**config.mk**
```make
export PLATFORM = sky130hd
export DESIGN_NAME = integer_square_root_flat
export DESIGN_NICKNAME = d
export VERILOG_FILES = /design/src/rtl/isr_pkg.sv /design/src/rtl/isr_if.sv /design/src/rtl/isr_cell.sv /design/src/rtl/integer_square_root.sv /design/src/flat_wrapper.sv
export SDC_FILE = /design/constraint.sdc
export NUM_CORES = 2
export LEC_CHECK = 0
export BUFFER_PORTS_ARGS = -buffer_cell sky130_fd_sc_hd__buf_2
export CAP_MARGIN = 20
export CELL_PAD_IN_SITES_DETAIL_PLACEMENT = 1
export CELL_PAD_IN_SITES_GLOBAL_PLACEMENT = 1
export CORE_ASPECT_RATIO = 1.2
export CORE_UTILIZATION = 46
export CTS_BUF_LIST = sky130_fd_sc_hd__clkbuf_2 sky130_fd_sc_hd__clkbuf_4 sky130_fd_sc_hd__clkbuf_8
export DETAILED_ROUTE_END_ITERATION = 10
export HOLD_SLACK_MARGIN = 0.03
export PLACE_DENSITY = 0.83
export SLEW_MARGIN = 20
export SYNTH_ARGS = -nofsm -noshare
export SYNTH_HDL_FRONTEND = slang
export SYNTH_SLANG_ARGS = --single-unit
```
**constraint.sdc**
```tcl
create_clock -name clk -period 2.5 [get_ports clk]
set_input_delay 0.5 -clock clk [delete_from_list [all_inputs] [get_ports clk]]
set_output_delay 0.5 -clock clk [all_outputs]
set_load 0.01 [all_outputs]
```
**src/rtl/isr_pkg.sv**
```systemverilog
// shared types and constants for the integer square root block
`default_nettype none

package isr_pkg;

	// field widths
	localparam int RAD_W  = 32;
	localparam int ROOT_W = 16;
	// partial remainder never exceeds twice the partial root
	localparam int REM_W  = ROOT_W + 2;
	// one cell per root bit
	localparam int STEPS  = RAD_W / 2;

	// data handed from one cell to the next
	typedef struct packed {
		logic              valid;
		logic [RAD_W-1:0]  rad;
		logic [REM_W-1:0]  rem;
		logic [ROOT_W-1:0] acc;
	} cell_data_t;

endpackage

`default_nettype wire

```
**src/rtl/isr_if.sv**
```systemverilog
// stream interfaces for radicand requests and root responses
`default_nettype none

interface isr_radicand_if;
	logic                      valid;
	logic                      ready;
	logic [isr_pkg::RAD_W-1:0] radicand;

	modport source (output valid, output radicand, input ready);
	modport sink   (input valid, input radicand, output ready);
endinterface

interface isr_root_if;
	logic                       valid;
	logic                       ready;
	logic [isr_pkg::ROOT_W-1:0] root;

	modport source (output valid, output root, input ready);
	modport sink   (input valid, input root, output ready);
endinterface

`default_nettype wire

```
**src/rtl/isr_cell.sv**
```systemverilog
// one digit-by-digit square root cell: brings down two bits, decides one root bit
`default_nettype none

module isr_cell (
	input  wire logic                clk,
	input  wire logic                arst_n,
	input  wire logic                en,
	input  wire isr_pkg::cell_data_t prev,
	output isr_pkg::cell_data_t      next_q
);

	localparam int SH_W = isr_pkg::REM_W + 2;

	logic [SH_W-1:0]           rem_sh;
	logic [SH_W-1:0]           trial;
	logic [SH_W-1:0]           diff;
	logic                      fits;
	logic [isr_pkg::REM_W-1:0] rem_nx;

	// shift in the next two radicand bits and try the odd trial value
	always_comb begin
		rem_sh = {prev.rem, prev.rad[isr_pkg::RAD_W-1 -: 2]};
		trial  = {2'b00, prev.acc, 2'b01};
		diff   = rem_sh - trial;
		fits   = (rem_sh >= trial);
		rem_nx = fits ? diff[isr_pkg::REM_W-1:0] : rem_sh[isr_pkg::REM_W-1:0];
	end

	// valid flag and payload handed to the next cell
	always_ff @(posedge clk or negedge arst_n) begin
		if (!arst_n) begin
			next_q <= '0;
		end else if (en) begin
			next_q.valid <= prev.valid;
			next_q.rad   <= {prev.rad[isr_pkg::RAD_W-3:0], 2'b00};
			next_q.rem   <= rem_nx;
			next_q.acc   <= {prev.acc[isr_pkg::ROOT_W-2:0], fits};
		end
	end

endmodule

`default_nettype wire

```
**src/rtl/integer_square_root.sv**
```systemverilog
// Integer square root: returns floor(sqrt(radicand)) of a 32-bit unsigned radicand as a
// 16-bit root, exact over the whole range. A row of sixteen identical cells computes it
// digit by digit, each cell bringing down two radicand bits and settling one root bit, and
// hands its partial remainder and root to the next cell every cycle the row advances.
// A transaction is accepted whenever the response is not held back, one new radicand per
// cycle; the result reaches the last cell after all sixteen cells. While the response
// waits, the whole row holds and no request is taken. Nothing is kept between transactions.
`default_nettype none

module integer_square_root (
	input  wire logic   clk,
	input  wire logic   arst_n,
	isr_radicand_if.sink req,
	isr_root_if.source   rsp
);

	localparam int STEPS = isr_pkg::STEPS;

	isr_pkg::cell_data_t       chain [STEPS+1];
	logic                      en;
	logic [STEPS-1:0]          valid_vec;

	// the row advances unless the last cell holds a result not yet taken
	assign en        = !chain[STEPS].valid || rsp.ready;
	assign req.ready = en;

	// head of the row
	assign chain[0].valid = req.valid;
	assign chain[0].rad   = req.radicand;
	assign chain[0].rem   = '0;
	assign chain[0].acc   = '0;

	// row of cells
	for (genvar i = 0; i < STEPS; i++) begin : g_cell
		isr_cell u_cell (
			.clk    (clk),
			.arst_n (arst_n),
			.en     (en),
			.prev   (chain[i]),
			.next_q (chain[i+1])
		);
		assign valid_vec[i] = chain[i+1].valid;
	end

	// response from the last cell
	assign rsp.valid = chain[STEPS].valid;
	assign rsp.root  = chain[STEPS].acc;

`ifndef NO_ASSERTIONS
	// a waiting response blocks new requests
	a_stall_blocks: assert property (@(posedge clk) disable iff (!arst_n)
		rsp.valid && !rsp.ready |-> !req.ready)
		else $error("request accepted while response stalled");

	// final remainder bound means the root is the floor root
	a_rem_bound: assert property (@(posedge clk) disable iff (!arst_n)
		rsp.valid |-> ({1'b0, chain[STEPS].rem} <= {2'b00, rsp.root, 1'b0}))
		else $error("remainder exceeds twice the root");

	// a held row keeps its occupancy
	a_hold_row: assert property (@(posedge clk) disable iff (!arst_n)
		!en |=> $stable(valid_vec))
		else $error("cell occupancy changed during stall");
`endif

endmodule

`default_nettype wire

```
**src/flat_wrapper.sv**
```systemverilog
// flat-port wrapper written by rule: the top's interface ports become plain ports
module integer_square_root_flat 
  (clk, arst_n, req_valid, req_radicand, req_ready, rsp_valid, rsp_root, rsp_ready);
  isr_radicand_if req_i ();
  isr_root_if rsp_i ();
  input  wire logic clk;
  input  wire logic arst_n;
  input wire logic [$bits(req_i.valid)-1:0] req_valid;
  input wire logic [$bits(req_i.radicand)-1:0] req_radicand;
  output wire logic [$bits(req_i.ready)-1:0] req_ready;
  output wire logic [$bits(rsp_i.valid)-1:0] rsp_valid;
  output wire logic [$bits(rsp_i.root)-1:0] rsp_root;
  input wire logic [$bits(rsp_i.ready)-1:0] rsp_ready;
  assign req_i.valid = req_valid;
  assign req_i.radicand = req_radicand;
  assign req_ready = req_i.ready;
  assign rsp_valid = rsp_i.valid;
  assign rsp_root = rsp_i.root;
  assign rsp_i.ready = rsp_ready;
  integer_square_root u_core (.clk(clk), .arst_n(arst_n), .req(req_i), .rsp(rsp_i));
endmodule
```
==> summary.txt <==
Run status
  – Status: finished, violations left
  – Failing checks: negative setup slack

Timing
  – Slew Limit Fails: 0
  – Worst relative slew slack: 50.6%
  – Worst Skew: 57.0 ps
  – Crit path time final: 2810 ps
  – Final setup fails: 126
  – Final worst slack: -308 ps
  – Final number of hold-violating endpoints: 0
  – Worst-Margin Slew: 735 ps
  – RSZ-0062 raised after global routing: yes
  – Minimum hold slack: 194 ps
  – Period Utilization, post-route: 112%
  – Fmax achieved: 356 MHz

Synthesis
  – Syn Nets: 3976
  – Mapped cell area: 32800 um^2
  – Area leader, netlist: dfrtp_1
  – Synth Flop Type: dfrtp_1
  – Sequential fraction of the synthesis area: 49.0%
  – Synthesized flop and latch total: 642
  – Synth warn: 0
  – Top cells by instance count after synthesis: nand2_1 (1069), dfrtp_1 (642), o21ai_0 (332), nor2_1 (255), a21oi_1 (195)
  – Synth cell types: 83
  – FFs w/ async S/R, synth: 100%
  – Number of synthesized flops with an enable pin: 0
  – Most common cell in the netlist: nand2_1
  – Synth top area share: 49.0%
  – Mapped Cells: 3787
  – Largest cells by area after synthesis: dfrtp_1 (49%), nand2_1 (12%), ha_1 (5.8%)
  – Avg Inst Size Synth: 8.65 um^2

Global route
  – Number of global-route vias before repair: 31.0k
  – First-pass GRT wire length: 156000 um
  – Grt met2 use: 49.8%
  – Global routing's busiest layer: met2
  – Met3 Resource Use GR: 2.91%
  – Largest net degree at the start of global routing: 158
  – Initial antenna violation count: 2
  – Met1 GRT Util: 29.7%
  – Total GRT Usage: 26.2%
  – GRT Residual Overflow: 0

CTS
  – CTS sink cnt: 642
  – CTS tree: yes
  – H-tree depth: 3
  – Worst-skew pair later-pin latency: 790 ps
  – Clk Tree Root Cell: clkbuf_8
  – Clock Path Buffers: 3
  – CTS buffer count: 104
  – Worst-path clk slew: 70 ps

Drt
  – WL/cell: 23.3 um
  – Vias: 30.9k
  – First drt pass iteration count: 5
  – Initial drt markers: 1995
  – Vias per cell: 5.97
  – Final WL: 121000 um
  – DRC: 0
  – Post-DRT Antenna Nets: 0

Die
  – Cell Rows: 106
  – Core area: 70000 um^2
  – Die Footprint: 72300 um^2
  – Die Span X: 246 um
  – Initial Utilization: 46.8%
  – Ports: 54
  – Die Ht: 294 um

Final layout
  – Final #Nets: 4369
  – Max FFs per register: 642
  – Biggest register: u_core.g_cell.u_cell.next_q
  – Top flop regs: u_core.g_cell.u_cell.next_q x642
  – Area grow syn2layout: 25.7%
  – Layout cell share with drive strength beyond 1: 21.5%
  – Layout Cells excl Fill: 5178
  – Fin util: 58.8%
  – Fill cells: 7884

Setup path
  – Crit path max fanout: 3
  – Critical path type: flop to flop
  – Data arrival, critical path: 3470 ps
  – Worst setup SP type: flop
  – CP Data Required Time: 3160 ps
  – R2r setup slk: -310 ps
  – Worst setup EP type: flop

Pwr
  – Power per cell area: 1660 nW/um^2
  – Pleak: 19.2 nW
  – Total power: 68.5 mW
  – Maximum VDD drop: 1.35 mV

Placed design
  – Number of port buffers: 53
  – Hpwl dp: 62000 um
  – RePlAce Congestion: 0.892
  – Placed insts: 4867

Hold path
  – Worst hold path class: input port to asynchronous set/reset pin

Run
  – Max-cap viol count: 0
[cell families (layout without fill, tap and decap cells)]
family,after synthesis,in the layout,synth area share [%]
xor gates and xnor gates,147,147,3.93
and+or+nand+nor,1652,1652,21.4
other,0,1,0
AOI/OAI and AO/OA,785,785,14.1
muxes,38,38,1.19
adders and majority gates,153,153,5.84
DFF,642,642,49.0
buffers and inverters,370,842,4.55
[cells in the final DEF (no fill, tap or decap), drive strengths merged, types with 18 or more instances in the layout]
cell,Yosys,layout
nand2,1069,1069
dfrtp,642,642
buf,36,435
o21ai,344,344
nor2,256,256
a21oi,196,196
inv,182,186
clkbuf,149,167
ha,153,153
xnor2,96,96
nor3,81,81
o21a,53,53
xor2,51,51
a21o,46,46
a31oi,39,39
nor2b,37,37
dlygate4sd3,1,35
nand3,32,32
mux2i,31,31
nor4,30,30
nand2b,29,29
or3,28,28
nand4,25,25
a211oi,18,18
[stage by stage]
step	TNS [ps]	instance area [um^2]	setup slack (ps)
CTS	-273	39200	-130
global placement	-1360	36000	-195
detailed placement	-6580	36000	-254
finish	-11530	41200	-308
floorplan	-37.4	32800	-37.4
global route	-22700	41200	-437
[critical path, stage by stage, from the launching register on]
cell and delay [ps]:
dfrtp_1 400, inv_2 90, ha_4 290, and4_4 220, nand3_1 90, a31o_2 220
o211a_1 150, a311o_2 390, or4b_4 530, xor2_1 160, o21ai_1 180
[where the power goes]
group / switching, mW / total, mW / internal, mW
clock: 4.85 / 10.2 / 5.39
combinational: 22.0 / 38.5 / 16.5
sequential: 4.42 / 19.8 / 15.4
[path summary, 6_finish.rpt]
| check | startpoint | endpoint | cells past startpoint |
|---|---|---|---|
| setup / recovery | u_core.g_cell[7].u_cell.next_q[4] | u_core.g_cell[8].u_cell.next_q[30] | 10 |
| hold / removal | arst_n | u_core.g_cell[7].u_cell.next_q[33] | 2 |
| setup reg to reg | u_core.g_cell[7].u_cell.next_q[4] | u_core.g_cell[8].u_cell.next_q[30] | 10 |
| hold reg to reg | u_core.g_cell[3].u_cell.next_q[54] | u_core.g_cell[3].u_cell.next_q[54] | 2 |
| max in group asynchronous | arst_n | u_core.g_cell[14].u_cell.next_q[9] | 4 |
| min in group clk | rsp_ready | u_core.g_cell[12].u_cell.next_q[33] | 4 |
[routing by layer]
metal | vias to the layer above | part of all wire [%]
met5 | - | 0.013
met4 | 2 | 5.9
met3 | 522 | 4.4
met2 | 1199 | 53
met1 | 15700 | 37
li1 | 13500 | -
[cell type report]
type | instances | area (um^2) | share of cell area, %
timing repair buffer | 474 | 4060 | 9.86
clock buffer | 163 | 2010 | 4.87
antenna | 1 | 2.50 | 0.00607
tap | 918 | 1150 | 2.79
sequential | 642 | 16100 | 39.0
inverter | 183 | 694 | 1.69
multi-input combinational | 2775 | 16900 | 41.1
clock inverter | 22 | 280 | 0.680
[timing repair]
action | in CTS | in global routing
gates cloned | 0 | 5
setup buffers | 28 | 61
resized for setup | 104 | 337
pin swaps | 38 | 146
hold buffers | 35 | 0
setup endpoints to repair | 124 | 200
hold endpoints to repair | 365 | 0
(Power assumes the default switching activity.)
